`src/sv/fbd_pkg.sv`:
```
// Shared constants and types for the framed bit deframer.
package fbd_pkg;

  localparam int unsigned HDR_W    = 6;
  localparam int unsigned LIMIT_W  = 12;
  localparam int unsigned BYTE_W   = 8;
  localparam int unsigned BIDX_W   = 3;
  localparam int unsigned CFG_IDX_W  = 1;
  localparam int unsigned CFG_DATA_W = 12;

  localparam logic [HDR_W-1:0]   HDR_ONES_RST  = 6'd16;
  localparam logic [HDR_W-1:0]   ONES_RUN_MAX  = 6'd63;
  localparam logic [LIMIT_W-1:0] MAX_BYTES_RST = 12'd500;
  localparam logic [BYTE_W-1:0]  TRAILER_HI    = 8'hFF;
  localparam logic [BYTE_W-1:0]  TRAILER_LO    = 8'hFE;
  localparam logic [BIDX_W-1:0]  BIDX_LAST     = 3'd7;

  typedef enum logic [CFG_IDX_W-1:0] {
    CFG_HEADER_ONES     = 1'b0,
    CFG_MAX_FRAME_BYTES = 1'b1
  } cfg_idx_t;

endpackage

```
`src/sv/fbd_if.sv`:
```
// Valid/ready channel interfaces for line bits in and deframed results out.
interface fbd_in_if;
  logic valid;
  logic ready;
  logic line_bit;

  modport source (output valid, output line_bit, input ready);
  modport sink   (input valid, input line_bit, output ready);
endinterface

interface fbd_out_if;
  logic       valid;
  logic       ready;
  logic       echo_bit;
  logic       data_valid;
  logic [7:0] data_byte;
  logic       frame_end;
  logic       frame_abort;
  logic       in_frame;

  modport source (output valid, output echo_bit, output data_valid, output data_byte,
                  output frame_end, output frame_abort, output in_frame, input ready);
  modport sink   (input valid, input echo_bit, input data_valid, input data_byte,
                  input frame_end, input frame_abort, input in_frame, output ready);
endinterface

```
`src/sv/framed_bit_deframer.sv`:
```
// Framed bit deframer: header hunt, byte assembly, trailer detection.
//
// Usage: each item on in_ch carries one sampled line bit. While hunting, the
// block counts consecutive ones; a run of header_ones enters a frame. In a
// frame every bit is echoed and bytes are assembled MSB first. A completed
// byte is held back and emitted when the next one completes, so a
// trailer FF FE closes the frame without appearing on the output. A byte that
// completes with max_frame_bytes already received aborts the frame.
// Every accepted item yields exactly one result item on out_ch.
// Latency: the result is valid the cycle after the item is accepted.
// Throughput: one item per cycle unless stalled; all work is a single
// compare/increment stage between the frame state and result registers.
// Receiver stall: the result register holds its item; in_ch.ready stays high
// as long as that register is empty or being drained in the same cycle.
// Reset (rst_n low, synchronous): hunting, counters cleared, header_ones=16,
// max_frame_bytes=500, no result pending. Configuration writes (cfg_we,
// cfg_idx, cfg_wdata) take effect at once and belong in idle periods.
module framed_bit_deframer
  import fbd_pkg::*;
(
  input  logic                  clk,
  input  logic                  rst_n,
  fbd_in_if.sink                in_ch,
  fbd_out_if.source             out_ch,
  input  logic                  cfg_we,
  input  logic [CFG_IDX_W-1:0]  cfg_idx,
  input  logic [CFG_DATA_W-1:0] cfg_wdata
);

  logic [HDR_W-1:0]   header_ones_r;
  logic [LIMIT_W-1:0] max_bytes_r;

  logic [HDR_W-1:0]   ones_run_r,   ones_run_nxt;
  logic               framing_r,    framing_nxt;
  logic [BIDX_W-1:0]  bit_index_r,  bit_index_nxt;
  logic [BYTE_W-1:0]  shift_bits_r, shift_bits_nxt;
  logic [BYTE_W-1:0]  held_byte_r,  held_byte_nxt;
  logic [LIMIT_W-1:0] bytes_seen_r, bytes_seen_nxt;

  logic               out_valid_r, out_valid_nxt;
  logic               echo_r,  echo_nxt;
  logic               dvalid_r, dvalid_nxt;
  logic [BYTE_W-1:0]  dbyte_r, dbyte_nxt;
  logic               fend_r,  fend_nxt;
  logic               fabort_r, fabort_nxt;

  logic               accept;
  logic [HDR_W-1:0]   need;
  logic [HDR_W-1:0]   run_upd;
  logic [BYTE_W-1:0]  byte_asm;
  logic               is_trailer;

  assign in_ch.ready = !out_valid_r || out_ch.ready;
  assign accept      = in_ch.valid && in_ch.ready;

  // zero header length behaves as one
  assign need     = (header_ones_r == '0) ? HDR_W'(1) : header_ones_r;
  assign byte_asm = {shift_bits_r[BYTE_W-2:0], in_ch.line_bit};
  assign is_trailer = (bytes_seen_r != '0) && (held_byte_r == TRAILER_HI) &&
                      (byte_asm == TRAILER_LO);

  always_comb begin
    if (!in_ch.line_bit) begin
      run_upd = '0;
    end else if (ones_run_r < ONES_RUN_MAX) begin
      run_upd = ones_run_r + HDR_W'(1);
    end else begin
      run_upd = ones_run_r;
    end
  end

  always_comb begin
    ones_run_nxt   = ones_run_r;
    framing_nxt    = framing_r;
    bit_index_nxt  = bit_index_r;
    shift_bits_nxt = shift_bits_r;
    held_byte_nxt  = held_byte_r;
    bytes_seen_nxt = bytes_seen_r;
    echo_nxt       = 1'b0;
    dvalid_nxt     = 1'b0;
    dbyte_nxt      = '0;
    fend_nxt       = 1'b0;
    fabort_nxt     = 1'b0;
    if (framing_r) begin
      echo_nxt       = in_ch.line_bit;
      shift_bits_nxt = byte_asm;
      if (bit_index_r == BIDX_LAST) begin
        bit_index_nxt = '0;
        if (is_trailer) begin
          fend_nxt    = 1'b1;
          framing_nxt = 1'b0;
        end else if (bytes_seen_r >= max_bytes_r) begin
          fabort_nxt     = 1'b1;
          framing_nxt    = 1'b0;
          bytes_seen_nxt = '0;
        end else begin
          if (bytes_seen_r != '0) begin
            dvalid_nxt = 1'b1;
            dbyte_nxt  = held_byte_r;
          end
          held_byte_nxt  = byte_asm;
          bytes_seen_nxt = bytes_seen_r + LIMIT_W'(1);
        end
      end else begin
        bit_index_nxt = bit_index_r + BIDX_W'(1);
      end
    end else begin
      ones_run_nxt = run_upd;
      if (run_upd == need) begin
        framing_nxt    = 1'b1;
        ones_run_nxt   = '0;
        bit_index_nxt  = '0;
        shift_bits_nxt = '0;
        held_byte_nxt  = '0;
        bytes_seen_nxt = '0;
      end
    end
  end

  always_comb begin
    if (accept) begin
      out_valid_nxt = 1'b1;
    end else if (out_ch.ready) begin
      out_valid_nxt = 1'b0;
    end else begin
      out_valid_nxt = out_valid_r;
    end
  end

  always_ff @(posedge clk) begin
    if (!rst_n) begin
      header_ones_r <= HDR_ONES_RST;
      max_bytes_r   <= MAX_BYTES_RST;
    end else if (cfg_we) begin
      unique case (cfg_idx_t'(cfg_idx))
        CFG_HEADER_ONES:     header_ones_r <= cfg_wdata[HDR_W-1:0];
        CFG_MAX_FRAME_BYTES: max_bytes_r   <= cfg_wdata[LIMIT_W-1:0];
        default: ;
      endcase
    end
  end

  always_ff @(posedge clk) begin
    if (!rst_n) begin
      ones_run_r   <= '0;
      framing_r    <= 1'b0;
      bit_index_r  <= '0;
      shift_bits_r <= '0;
      held_byte_r  <= '0;
      bytes_seen_r <= '0;
      out_valid_r  <= 1'b0;
    end else begin
      out_valid_r <= out_valid_nxt;
      if (accept) begin
        ones_run_r   <= ones_run_nxt;
        framing_r    <= framing_nxt;
        bit_index_r  <= bit_index_nxt;
        shift_bits_r <= shift_bits_nxt;
        held_byte_r  <= held_byte_nxt;
        bytes_seen_r <= bytes_seen_nxt;
      end
    end
  end

  // result payload, loaded only with an accepted item
  always_ff @(posedge clk) begin
    if (accept) begin
      echo_r   <= echo_nxt;
      dvalid_r <= dvalid_nxt;
      dbyte_r  <= dbyte_nxt;
      fend_r   <= fend_nxt;
      fabort_r <= fabort_nxt;
    end
  end

  assign out_ch.valid       = out_valid_r;
  assign out_ch.echo_bit    = echo_r;
  assign out_ch.data_valid  = dvalid_r;
  assign out_ch.data_byte   = dbyte_r;
  assign out_ch.frame_end   = fend_r;
  assign out_ch.frame_abort = fabort_r;
  assign out_ch.in_frame    = framing_r;

  // in_frame comes from the live state; it must match the result held
  a_hold_state: assert property (@(posedge clk) disable iff (!rst_n)
    (out_valid_r && !out_ch.ready) |-> !accept)
    else $error("item accepted while result stalled");

  a_end_abort_excl: assert property (@(posedge clk) disable iff (!rst_n)
    accept |=> !(fend_r && fabort_r))
    else $error("frame end and abort in one item");

  a_data_in_frame: assert property (@(posedge clk) disable iff (!rst_n)
    accept |=> (!dvalid_r || framing_r))
    else $error("data byte emitted outside a frame");

  a_close_hunts: assert property (@(posedge clk) disable iff (!rst_n)
    accept |=> (!(fend_r || fabort_r) || !framing_r))
    else $error("still framing after frame close");

  a_hunt_bidx: assert property (@(posedge clk) disable iff (!rst_n)
    !framing_r |-> (bit_index_r == '0))
    else $error("bit index nonzero while hunting");

endmodule

```
`src/flat_wrapper.sv`:
```
// flat-port wrapper written by rule: the top's interface ports become plain ports
module framed_bit_deframer_flat import fbd_pkg::*;
  (clk, rst_n, cfg_we, cfg_idx, cfg_wdata, in_ch_valid, in_ch_line_bit, in_ch_ready, out_ch_valid, out_ch_echo_bit, out_ch_data_valid, out_ch_data_byte, out_ch_frame_end, out_ch_frame_abort, out_ch_in_frame, out_ch_ready);
  fbd_in_if in_ch_i ();
  fbd_out_if out_ch_i ();
  input  logic clk;
  input  logic rst_n;
  input  logic cfg_we;
  input  logic [CFG_IDX_W-1:0] cfg_idx;
  input  logic [CFG_DATA_W-1:0] cfg_wdata;
  input wire logic [$bits(in_ch_i.valid)-1:0] in_ch_valid;
  input wire logic [$bits(in_ch_i.line_bit)-1:0] in_ch_line_bit;
  output wire logic [$bits(in_ch_i.ready)-1:0] in_ch_ready;
  output wire logic [$bits(out_ch_i.valid)-1:0] out_ch_valid;
  output wire logic [$bits(out_ch_i.echo_bit)-1:0] out_ch_echo_bit;
  output wire logic [$bits(out_ch_i.data_valid)-1:0] out_ch_data_valid;
  output wire logic [$bits(out_ch_i.data_byte)-1:0] out_ch_data_byte;
  output wire logic [$bits(out_ch_i.frame_end)-1:0] out_ch_frame_end;
  output wire logic [$bits(out_ch_i.frame_abort)-1:0] out_ch_frame_abort;
  output wire logic [$bits(out_ch_i.in_frame)-1:0] out_ch_in_frame;
  input wire logic [$bits(out_ch_i.ready)-1:0] out_ch_ready;
  assign in_ch_i.valid = in_ch_valid;
  assign in_ch_i.line_bit = in_ch_line_bit;
  assign in_ch_ready = in_ch_i.ready;
  assign out_ch_valid = out_ch_i.valid;
  assign out_ch_echo_bit = out_ch_i.echo_bit;
  assign out_ch_data_valid = out_ch_i.data_valid;
  assign out_ch_data_byte = out_ch_i.data_byte;
  assign out_ch_frame_end = out_ch_i.frame_end;
  assign out_ch_frame_abort = out_ch_i.frame_abort;
  assign out_ch_in_frame = out_ch_i.in_frame;
  assign out_ch_i.ready = out_ch_ready;
  framed_bit_deframer u_core (.clk(clk), .rst_n(rst_n), .in_ch(in_ch_i), .out_ch(out_ch_i), .cfg_we(cfg_we), .cfg_idx(cfg_idx), .cfg_wdata(cfg_wdata));
endmodule
```
`config.mk`:
```
export PLATFORM = sky130hd
export DESIGN_NAME = framed_bit_deframer_flat
export DESIGN_NICKNAME = d
export VERILOG_FILES = /design/src/sv/fbd_pkg.sv /design/src/sv/fbd_if.sv /design/src/sv/framed_bit_deframer.sv /design/src/flat_wrapper.sv
export SDC_FILE = /design/constraint.sdc
export NUM_CORES = 1
export LEC_CHECK = 0
export BUFFER_PORTS_ARGS = -buffer_cell sky130_fd_sc_hd__clkbuf_2
export CORE_ASPECT_RATIO = 1.5
export CORE_MARGIN = 5
export CORE_UTILIZATION = 45
export DETAILED_ROUTE_END_ITERATION = 8
export GPL_TIMING_DRIVEN = 0
export HOLD_SLACK_MARGIN = 0.15
export MAX_ROUTING_LAYER = met4
export PLACE_DENSITY = 0.69
export SETUP_SLACK_MARGIN = 0.5
export SLEW_MARGIN = 40
export SYNTH_ARGS = -nofsm -noshare
export SYNTH_HDL_FRONTEND = slang
export SYNTH_SLANG_ARGS = --single-unit
```
`constraint.sdc`:
```
create_clock -name clk -period 2.1 [get_ports clk]
set_input_delay 0.315 -clock clk [delete_from_list [all_inputs] [get_ports clk]]
set_output_delay 0.315 -clock clk [all_outputs]
set_load 0.02 [all_outputs]
```
==> qor.txt <==
Avg Vias per Cell - 6.18
Final Hold Fails - 0
syn nets - 469
share of the synthesized area in the top cell type - 30.2%
GRT Resource Usage Total - 22.8%
Setup violations, final - 36
status - complete, but fails checks
Rows - 40
adder-cell share of the synthesized area - 5.73%
vias in the first global route - 3971
GR Util met1 - 23.3%
Initial Util - 46.1%
post-route cell area - 5380 um2
clk sink count - 68
CP Class - reg -> reg
main combinational cell family by area after synthesis - simple AND/OR/NAND/NOR gates
Async SR Flop Fraction - 0%
Largest stage delay, worst path - 370 ps
RR Endpoint - u_core.bytes_seen_r[10]
FF-to-FF setup slack - -120 ps
max_cap viols - 0
RSZ-0062 raised after global routing - yes
fin nets - 551
XOR/XNOR share of the synthesized area - 1.65%
first-pass GRT wire length - 18.2 mm
Netlist Area Pre-Place - 3710 um2
DP HPWL - 6.93 mm
Hold Path Depth - 3
mux cell area share after synthesis - 2.16%
violated checks - setup timing
grt met3 use - 3.87%
worst reg-to-reg path cell count - 10
DP Area - 4140 um2
initial drt markers - 371
Area Growth Syn to Fin - 45.0%
number of port buffers - 32
RD Place Congestion - 0.903
vias - 3860
PD cells - 699 nW/um2
H-tree depth - 3
Worst EP required - 2290 ps
DRT Pass-1 Iters - 6
IO Count - 34
FF-to-FF Start - u_core.ones_run_r[0]
worst-case clock skew - 8.13 ps
global routing usage on met2 - 40.3%
slew margin rel. - 48.3%
Final Worst Setup Slack - -122 ps
Synth Instances - 433
post-layout minimum cycle time - 2220 ps
layout cell share with drive strength beyond 1 - 37.5%
Yosys cell types - 60
worst slew pin tran - 776 ps
CP Capture Type - flop
Hold Buf Count CTS - 0
Die H - 121 um
clk root buf - clkbuf_16
CP Launch Type - flop
Overflow after GRT - 0
hold wc startpoint - cfg_wdata[9]
critical path peak fanout - 5
WHS Endpoint - u_core.max_bytes_r[9]
wire length per cell - 18.7 um
Routed Antenna Nets - 0
largest net degree at the start of global routing - 22
CP arrival - 2410 ps
CTS Buf Count - 9
area fraction in compound gates after synthesis - 21.6%
CP Launch Point - u_core.ones_run_r[0]
Peak supply drop - 662 uV
DRC viols - 0
sequential area share after synthesis - 39.9%
syn avg cell area - 8.57 um2
core area - 8060 um2
Worst Hold Class - in -> reg
flip-flop and latch area - 1500 um2
CTS tree - built
total die area - 10200 um2
top cells by area, synth - dfxtp_1 30%, edfxtp_1 9.7%, ha_1 5.7%, nand2_1 5.1%, a21oi_1 3.8%
worst-path cell chain - ha_4 -> nand2_4 -> nor2_4 -> mux2i_1 -> xor2_1 -> nand4_1 -> buf_4 -> o21ai_4 -> buf_6 -> a311oi_2
Fmax achieved - 0.450 GHz
period utilisation layout - 106%
Synth Flop Type - dfxtp_1
setup tns final - -1790 ps
Static Leak - 0.00219 uW
hold_ws - 190 ps
Ys Warns - 0
ANT cells - 0
CP max-delay cell - dfxtp_2
Fillers - 605
DRT Wirelength - 11.7 mm
antenna violations before repair - 0
clk buf depth - 2
Die X - 84.2 um
Yosys reg bits - 68
EDFF count, synth - 12
Reg clk slew, reported paths - 60 ps
Simple-Gate Fraction of Synth Area - 22.6%
GR peak layer - met2
area of the multi-input gates - 2510 um2
post-synth top area cell - dfxtp_1
clock latency on the worst-skew pair - 340 ps
Final Max Slew Viols - 0
[timing repair]
item	4_1_cts	5_1_grt
setup buffers	29	5
pin swaps	49	23
gates resized for setup	71	37
setup endpoints to repair	48	47
gates cloned	5	0
[metrics by stage]
| step | total power, uW | setup WS (ps) | instances | util [%] |
|---|---|---|---|---|
| floorplan | 1580 | 61.7 | 433 | - |
| global placement | 1660 | -202 | 570 | 51.4 |
| detailed placement | 1660 | -232 | 570 | 51.4 |
| CTS | 3740 | -39.8 | 620 | 63.8 |
| global route | 3850 | -163 | 625 | 66.8 |
| finish | 3760 | -122 | 625 | 66.8 |
[kinds of logic (layout without fill, tap and decap cells)]
group / count (synthesis) / count (layout)
and+or+nand+nor: 161 / 161
adders and majority gates: 17 / 17
muxes: 8 / 8
DFF: 68 / 68
buffers and inverters: 52 / 139
AOI/OAI and AO/OA: 120 / 120
xor gates and xnor gates: 7 / 7
[synthesized netlist by cell type (all sizes together), types with 13 or more instances]
master,number
a22oi,15
a21oi,28
nand3,15
dfxtp,56
inv,23
o21ai,23
ha,17
clkbuf,14
buf,15
nand2,52
and3,16
nor2,24
nor2b,13
[critical path, delay by kind of cell (launching register included)]
kind                     cells  cell delay (ps)
adder cells (fa/ha/maj)      1              220
multiplexers                 1              260
AND/OR/NAND/NOR              3              380
flip-flops                   1              370
XOR/XNOR                     1              170
buffers and inverters        2              380
AO/OA/AOI/OAI                2              280
[cells in the final DEF, fill, tap and decap left out, types with 9 or more instances in the layout]
cell type | synthesis | layout
nand2_1 | 50 | 47
edfxtp_1 | 12 | 12
a22oi_1 | 15 | 12
a21oi_2 | 0 | 9
buf_6 | 2 | 20
and3_1 | 16 | 15
buf_4 | 5 | 25
inv_1 | 23 | 21
ha_1 | 17 | 11
o21ai_2 | 0 | 11
nor2b_1 | 12 | 12
nand4_1 | 12 | 12
dfxtp_1 | 56 | 43
clkbuf_1 | 13 | 12
clkbuf_16 | 0 | 9
a21oi_1 | 28 | 19
clkbuf_2 | 1 | 33
dfxtp_2 | 0 | 12
nor2_1 | 23 | 22
[state kept, by name, summed over array words and instances, names as in the netlist, 3 cells and up]
name                     count
u_core.held_byte_r           8
u_core.max_bytes_r          12
u_core.header_ones_r         6
u_core.bytes_seen_r         12
u_core.ones_run_r            6
u_core.out_ch.data_byte      8
u_core.shift_bits_r          7
u_core.bit_index_r           3
[worst max path at each step]
stage / end / slack [ps] / cells after the start
final: u_core.bytes_seen_r[10] / -120 / 10
after global routing: u_core.bytes_seen_r[10] / -160 / 10
after CTS: u_core.out_ch.data_byte[6] / -40 / 10
after detailed placement: u_core.out_ch.data_byte[6] / -230 / 9
after global placement: u_core.out_ch.data_byte[6] / -200 / 9
after floorplan: u_core.out_ch.data_byte[6] / 60 / 10
[report_power, final]
group          total [uW]  leakage (uW)  internal [uW]  switching [uW]
Clock                2030      0.000193           1430             596
Sequential           1380      0.000581           1360            19.3
Combinational         352       0.00141            141             211
[per-layer routing]
layer | routed length, um | up-vias
met3 | 646 | 56
met5 | 0 | -
li1 | - | 1756
met2 | 6100 | 200
met4 | 510 | 0
met1 | 4400 | 1848
[layout make-up]
| cell class | count | area share, % |
|---|---|---|
| clock inverters | 6 | 2.95 |
| plain buffers | 29 | 3.98 |
| flip-flops and latches | 68 | 27.9 |
| clock buffers | 10 | 4.44 |
| multi-input cells | 313 | 46.7 |
| repair buffers | 71 | 10.0 |
| well taps | 105 | 2.44 |
| inverters | 23 | 1.65 |
Note: power is estimated with default switching activity, not from simulation.
